File: config.mk
export PLATFORM = sky130hd
export DESIGN_NAME = bmw_ctrl
export DESIGN_NICKNAME = d
export VERILOG_FILES = /design/src/rtl/bmw_pkg.sv /design/src/rtl/bmw_ctrl.sv
export VERILOG_INCLUDE_DIRS = /design/src /design/src/rtl
export SDC_FILE = /design/constraint.sdc
export NUM_CORES = 1
export LEC_CHECK = 0
export ABC_AREA = 0
export BUFFER_PORTS_ARGS = -buffer_cell sky130_fd_sc_hd__clkbuf_2
export CAP_MARGIN = 15
export CORE_AREA = 2 2 39 41
export DETAILED_ROUTE_END_ITERATION = 16
export DIE_AREA = 0 0 41 43
export SLEW_MARGIN = 20
export SYNTH_ARGS = -nofsm -noshare
export SYNTH_HDL_FRONTEND = slang
export SYNTH_SLANG_ARGS = --single-unit
File: constraint.sdc
create_clock -name clk_i -period 2.1 [get_ports clk_i]
set_input_delay 0.525 -clock clk_i [delete_from_list [all_inputs] [get_ports clk_i]]
set_output_delay 0.525 -clock clk_i [all_outputs]
set_load 0.02 [all_outputs]
File: src/rtl/byte_memory_24bit_word_access_macros.svh
// assertion macros for the byte memory block
`ifndef BYTE_MEMORY_24BIT_WORD_ACCESS_MACROS_SVH
`define BYTE_MEMORY_24BIT_WORD_ACCESS_MACROS_SVH

`ifndef SYNTHESIS

`define BMW_ASSERT(name, cond) \
  name: assert property (@(posedge clk_i) disable iff (!rst_ni) (cond)) \
    else $error("bmw check failed");

`define BMW_ASSERT_NEXT(name, trig, cond) \
  name: assert property (@(posedge clk_i) disable iff (!rst_ni) (trig) |=> (cond)) \
    else $error("bmw check failed");

`else

`define BMW_ASSERT(name, cond)

`define BMW_ASSERT_NEXT(name, trig, cond)

`endif

`endif

File: src/rtl/bmw_pkg.sv
`timescale 1ns / 1ps

package bmw_pkg;

  typedef enum logic [2:0] {
    OP_RD_BYTE = 3'd0,
    OP_RD_WORD = 3'd1,
    OP_WR_BYTE = 3'd2,
    OP_WR_WORD = 3'd3,
    OP_LOAD    = 3'd4
  } opcode_e;

  typedef struct packed {
    logic [2:0]         opcode;
    logic [14:0]        address;
    logic signed [23:0] write_value;
    logic [7:0]         hex_high;
    logic [7:0]         hex_low;
    logic               record_start;
    logic               record_last;
  } in_item_t;

  typedef struct packed {
    logic signed [23:0] read_value;
    logic               record_done;
  } out_item_t;

  // controller to datapath
  typedef struct packed {
    logic load;
    logic rd_en;
    logic wr_en;
    logic shift;
  } cmd_t;

  // datapath to controller
  typedef struct packed {
    logic rd;
    logic wr;
    logic word;
  } status_t;

endpackage

File: src/rtl/bmw_ctrl.sv
`timescale 1ns / 1ps

`include "byte_memory_24bit_word_access_macros.svh"

module bmw_ctrl (
  input  logic             clk_i,
  input  logic             rst_ni,
  input  logic             in_valid_i,
  output logic             in_ready_o,
  output logic             out_valid_o,
  input  logic             out_ready_i,
  input  bmw_pkg::status_t status_i,
  output bmw_pkg::cmd_t    cmd_o
);

  typedef enum logic [1:0] {
    ST_IDLE,
    ST_RUN,
    ST_OUT
  } state_e;

  state_e     state_q;
  logic [1:0] cnt_q;
  logic       out_valid_q;
  logic [1:0] nbytes;
  logic       finish;

  assign nbytes = status_i.word ? 2'd3 : 2'd1;

  always_comb begin
    cmd_o       = '0;
    finish      = 1'b0;
    cmd_o.load  = in_valid_i && (state_q == ST_IDLE);
    if (state_q == ST_RUN) begin
      if (status_i.rd) begin
        cmd_o.rd_en = cnt_q < nbytes;
        cmd_o.shift = cnt_q != 2'd0;
        finish      = cnt_q == nbytes;
      end else if (status_i.wr) begin
        cmd_o.wr_en = 1'b1;
        finish      = cnt_q == nbytes - 2'd1;
      end else begin
        finish      = 1'b1;
      end
    end
  end

  always_ff @(posedge clk_i or negedge rst_ni) begin
    if (!rst_ni) begin
      state_q     <= ST_IDLE;
      cnt_q       <= '0;
      out_valid_q <= 1'b0;
    end else begin
      case (state_q)
        ST_IDLE: begin
          if (in_valid_i) begin
            state_q <= ST_RUN;
            cnt_q   <= '0;
          end
        end
        ST_RUN: begin
          if (finish) begin
            state_q     <= ST_OUT;
            out_valid_q <= 1'b1;
          end else begin
            cnt_q <= cnt_q + 2'd1;
          end
        end
        ST_OUT: begin
          if (out_ready_i) begin
            state_q     <= ST_IDLE;
            out_valid_q <= 1'b0;
          end
        end
        default: begin
          state_q     <= ST_IDLE;
          out_valid_q <= 1'b0;
        end
      endcase
    end
  end

  assign in_ready_o  = state_q == ST_IDLE;
  assign out_valid_o = out_valid_q;

  `BMW_ASSERT(a_no_rd_wr_together, !(cmd_o.rd_en && cmd_o.wr_en))
  `BMW_ASSERT(a_shift_only_on_read, !cmd_o.shift || status_i.rd)
  `BMW_ASSERT(a_out_blocks_in, !out_valid_o || !in_ready_o)
  `BMW_ASSERT_NEXT(a_accept_busy, in_valid_i && in_ready_o, !in_ready_o && !out_valid_o)

endmodule

==> flow_metrics.env, run 1 <==
export IMPL_status="finished, final reports clean"
export IMPL_die_area_um2=1760
export IMPL_cts_tree="yes"
export IMPL_ctsResizeCount=0
export IMPL_r2r_setup_slack_ps=640
export IMPL_num_fill_cells=150
export IMPL_cap_violations=0
export IMPL_syn_inst=39
export IMPL_finalWorstSetupSlack_ps=139
export IMPL_nNetsFinal=63
export IMPL_cts_setup_buffers=0
export IMPL_dp_cells=65
export IMPL_finalHoldViolCount=0
export IMPL_dp_final_hpwl_um=556
export IMPL_power_uw=592
export IMPL_synthToLayoutAreaGrowth_pct=29.3
export IMPL_criticalPathCategory="flop to output port"
export IMPL_ios=13
export IMPL_setup_violations=0
export IMPL_place_gp_congestion=0.709
export IMPL_clk_pin_slew_worst_paths_ps=40
export IMPL_vias_per_cell=4.49
export IMPL_utilization_pct=31.1
export IMPL_tightest_slew_ps=254
export IMPL_cts_hold_fix_buffers=0
export IMPL_syn_num_nets=48
export IMPL_path_max_fanout=3
export IMPL_grt_max_degree=9
export IMPL_num_vias=310
export IMPL_power_density_nw_per_um2=1370
export IMPL_grt_pass1_vias=264
export IMPL_coreArea_um2=1380
export IMPL_relSlewSlack_pct=82.8
export IMPL_rsz0062_at_grt="no"
export IMPL_hp_class="input pin to async pin"
export IMPL_clock_path_buffers=2
export IMPL_syn_avg_cell_area_um2=8.53
export IMPL_ant_nets=0
export IMPL_syn_area_um2=333
export IMPL_start_util_pct=24.1
export IMPL_drcViolationCount=0
export IMPL_final_cells=69
export IMPL_synth_top_cell_area_share_pct=37.6
export IMPL_num_rows=14
export IMPL_place_worst_setup_slack_ps=117
export IMPL_track_usage_pct=10.1
export IMPL_rr_startpoint="cnt_q[1]$_DFFE_PN0P_"
export IMPL_ys_ff_latch=5
export IMPL_fin_crit_sh_pct=93.4
export IMPL_dr_first_iter_drc_count=14
export IMPL_synth_area_leaders="dfrtp_1 (38%), ha_1 (7.5%), o21ai_0 (7.5%), mux2i_1 (6.0%), nor2_1 (5.6%)"
export IMPL_finClkSkew_ps=1.41
export IMPL_reg2reg_depth=5
export IMPL_grt_first_pass_wirelength_um=1100
export IMPL_die_w_um=41
export IMPL_period_needed_ps=1960
export IMPL_final_cell_area_um2=430
export IMPL_whs_ps=93.8
export IMPL_clkLatencyLatePin_ps=240
export IMPL_power_leakage_nw=0.215
export IMPL_layout_commonest_cell="clkbuf_2"
export IMPL_synth_top_area_cell="dfrtp_1"
export IMPL_layout_common_cells="clkbuf_2 (12), nor2_1 (5), o21ai_0 (5), dfrtp_1 (5)"
export IMPL_slew_violations=0
export IMPL_cp_arrival_ps=1440
export IMPL_fp_dieH_um=43
export IMPL_drive_above_1_share_pct=30.2
export IMPL_tns_ps=0
export IMPL_required_ps=1570
export IMPL_ys_seq_area_share_pct=37.6
export IMPL_reg2reg_to="cnt_q[0]$_DFFE_PN0P_"
export IMPL_grt_ovfl_total=0
export IMPL_drt_wirelength_per_cell_um=9.91
export IMPL_cts_buffers=3
export IMPL_drt_total_wl_um=684
export IMPL_clock_sinks=5
export IMPL_cp_end_kind="output port"
export IMPL_cts_root_buf="clkbuf_4"
export IMPL_dr_pass1_iters=4
export IMPL_peakVddDrop_mv=0.385
export IMPL_yosys_warnings=0
export IMPL_cp_start_kind="flop"
export IMPL_io_buffers=12
export IMPL_antenna_cells=0
export IMPL_synth_cell_types=17
export IMPL_antenna_found_initial=0
export IMPL_placed_cell_area_um2=404
export IMPL_h_tree_depth=1
export IMPL_clock_fmax_ghz=0.510
## logic make-up (layout without fill, tap and decap cells)
group	Yosys count	in the layout	synth area share [%]
AOI/OAI and AO/OA	9	9	18.4
muxes	2	2	6.02
adders and majority gates	2	2	7.52
xor gates and xnor gates	1	1	2.63
DFF	5	5	37.6
and+or+nand+nor	14	14	20.7
buffers and inverters	6	20	7.14
## layer usage
layer  vias to the layer above  routed length (um)  GRT usage, %  part of all wire (%)
met5                         -                   0             0                     0
met2                         8                 334          11.6                    49
li1                        165                   -             -                     -
met3                         0                  33          6.28                   4.8
met1                       137                 316          12.7                    46
met4                         0                   0          8.00                     0
## synthesized netlist by cell type
master    number
dfrtp_1        5
buf_2          1
clkbuf_1       1
a221o_1        1
nor2_1         5
and2_1         1
a21oi_2        1
inv_1          4
nor3b_1        2
nand3_1        1
mux2i_1        2
o21ai_0        5
nand2_1        4
xnor2_1        1
nor4b_1        1
ha_1           2
a22o_1         2
## worst max-delay path, stage by stage, from the launching register on
cell	delay (ps)
dfrtp_1	390
ha_1	320
nand2_1	80
nor3b_1	200
clkbuf_2	200
## flip-flops by register name, summed over array words and instances, names as in the netlist
| name | cells |
|---|---|
| cnt_q | 2 |
| state_q | 2 |
| out_valid_o | 1 |
## worst max-delay path by stage
stage / from / to / slack, ps / depth (start not counted)
after floorplan: status_i[0] / cmd_o[2] / 110 / 4
after global placement: status_i[0] / cmd_o[2] / 140 / 6
after detailed placement: status_i[0] / cmd_o[2] / 120 / 6
after CTS: cnt_q[1]$_DFFE_PN0P_ / cmd_o[2] / 110 / 4
after global routing: cnt_q[1]$_DFFE_PN0P_ / cmd_o[2] / 30 / 4
final: cnt_q[1]$_DFFE_PN0P_ / cmd_o[2] / 140 / 4
## layout make-up
type / instances / area, um^2 / share of cell area, %
Timing Repair Buffer: 12 / 60.1 / 14.0
Multi-Input combinational cell: 28 / 184 / 42.7
Sequential cell: 5 / 125 / 29.1
Clock buffer: 4 / 26.3 / 6.10
Tap cell: 16 / 20.0 / 4.65
Inverter: 4 / 15.0 / 3.49
## power breakdown
group          total (mW)  internal, mW  switching, mW
clock               0.108        0.0717         0.0366
sequential          0.194         0.137         0.0561
combinational       0.290         0.123          0.167
Note: power is estimated with default switching activity, not from simulation.
==> run 2: changes to the inputs <==
- REMOVE_ABC_BUFFERS: not set -> 1
==> run 2 against run 1 <==
Compared with the run above:
- final cell count stayed put
- clock power is 6% higher
- sequential share of layout area stayed put
- die area stayed put
- hold slack worse by 7.9 ps
- global-route usage is 0.48 points higher
- critical path depth stayed put
- maximum frequency hardly changed
- clock skew is 8.1 ps higher
- register-to-register slack worse by 20 ps
- sequential power hardly changed
- largest power group unchanged
==> flow_metrics.env, run 2 (synthesis results as in run 1) <==
export IMPL_dr_pass1_iters=2
export IMPL_die_w_um=41
export IMPL_clock_fmax_ghz=0.510
export IMPL_num_rows=14
export IMPL_tightest_slew_ps=262
export IMPL_power_uw=604
export IMPL_relSlewSlack_pct=82.3
export IMPL_grt_ovfl_total=0
export IMPL_whs_ps=86.0
export IMPL_required_ps=1570
export IMPL_dp_cells=65
export IMPL_dr_first_iter_drc_count=5
export IMPL_synthToLayoutAreaGrowth_pct=29.3
export IMPL_finalHoldViolCount=0
export IMPL_layout_commonest_cell="clkbuf_2"
export IMPL_drt_total_wl_um=777
export IMPL_clock_sinks=5
export IMPL_finClkSkew_ps=9.55
export IMPL_final_cell_area_um2=430
export IMPL_cts_buffers=3
export IMPL_placed_cell_area_um2=404
export IMPL_drive_above_1_share_pct=30.2
export IMPL_clock_path_buffers=2
export IMPL_cts_tree="yes"
export IMPL_num_vias=305
export IMPL_drt_wirelength_per_cell_um=11.3
export IMPL_io_buffers=12
export IMPL_period_needed_ps=1960
export IMPL_final_cells=69
export IMPL_track_usage_pct=10.6
export IMPL_peakVddDrop_mv=0.325
export IMPL_fp_dieH_um=43
export IMPL_num_fill_cells=161
export IMPL_layout_common_cells="clkbuf_2 (12), nor2_1 (5), o21ai_0 (5), dfrtp_1 (5)"
export IMPL_hp_class="input pin to async pin"
export IMPL_drcViolationCount=0
export IMPL_antenna_found_initial=0
export IMPL_finalWorstSetupSlack_ps=138
export IMPL_path_max_fanout=3
export IMPL_grt_pass1_vias=296
export IMPL_dp_final_hpwl_um=596
export IMPL_coreArea_um2=1380
export IMPL_grt_max_degree=9
export IMPL_setup_violations=0
export IMPL_place_worst_setup_slack_ps=163
export IMPL_start_util_pct=24.1
export IMPL_cp_end_kind="output port"
export IMPL_status="finished, final reports clean"
export IMPL_cts_setup_buffers=0
export IMPL_cts_hold_fix_buffers=0
export IMPL_criticalPathCategory="flop to output port"
export IMPL_clkLatencyLatePin_ps=250
export IMPL_die_area_um2=1760
export IMPL_vias_per_cell=4.42
export IMPL_clk_pin_slew_worst_paths_ps=50
export IMPL_tns_ps=0
export IMPL_cp_start_kind="flop"
export IMPL_grt_first_pass_wirelength_um=1180
export IMPL_power_density_nw_per_um2=1400
export IMPL_place_gp_congestion=0.692
export IMPL_ios=13
export IMPL_ctsResizeCount=0
export IMPL_reg2reg_depth=5
export IMPL_cts_root_buf="clkbuf_4"
export IMPL_cap_violations=0
export IMPL_fin_crit_sh_pct=93.4
export IMPL_rsz0062_at_grt="no"
export IMPL_h_tree_depth=1
export IMPL_ant_nets=0
export IMPL_antenna_cells=0
export IMPL_cp_arrival_ps=1440
export IMPL_utilization_pct=31.1
export IMPL_power_leakage_nw=0.215
export IMPL_nNetsFinal=63
export IMPL_slew_violations=0
## run 2: cell counts in the layout (fill, tap and decap cells not counted)
No cell type changed its count.
## run 2: per-layer routing
layer  part of all wire [%]  track usage [%]  up-vias  wire length (um)
li1                       -                -      160                 -
met5                      0                0        -                 0
met4                      0             4.00        0                 0
met1                     44             11.4      136               342
met2                     51             16.3        9               400
met3                    4.4             6.28        0                34
## run 2: final timing paths
path                                        startpoint                     end  slack [ps]
min in group clk_i              state_q[1]$_DFFE_PN0P_  state_q[0]$_DFFE_PN0P_         520
worst min register to register  state_q[1]$_DFFE_PN0P_  state_q[0]$_DFFE_PN0P_         520
worst max-delay path              cnt_q[1]$_DFFE_PN0P_                cmd_o[2]         140
max in group asynchronous                       rst_ni  state_q[1]$_DFFE_PN0P_        1860
worst min-delay path                            rst_ni    cnt_q[1]$_DFFE_PN0P_          90
worst max register to register    cnt_q[1]$_DFFE_PN0P_    cnt_q[0]$_DFFE_PN0P_         620
## run 2: report_power, final
group	switching [mW]	leakage, nW	internal [mW]	total, mW
Combinational	0.170	0.138	0.126	0.297
Clock	0.0428	0.0150	0.0720	0.115
Sequential	0.0548	0.0626	0.137	0.192
Total	0.268	0.215	0.336	0.604
## run 2: area by class of cell
| type | instances | area [um^2] | share of cell area (%) |
|---|---|---|---|
| multi-input cells | 28 | 184 | 42.7 |
| inverters | 4 | 15.0 | 3.49 |
| clock buffers | 4 | 26.3 | 6.10 |
| repair buffers | 12 | 60.1 | 14.0 |
| well taps | 16 | 20.0 | 4.65 |
| flip-flops and latches | 5 | 125 | 29.1 |
## run 2: critical path, stage by stage, from the launching register on
cell and delay [ps]:
dfrtp_1 400, ha_1 330, nand2_1 80, nor3b_1 180
clkbuf_2 200
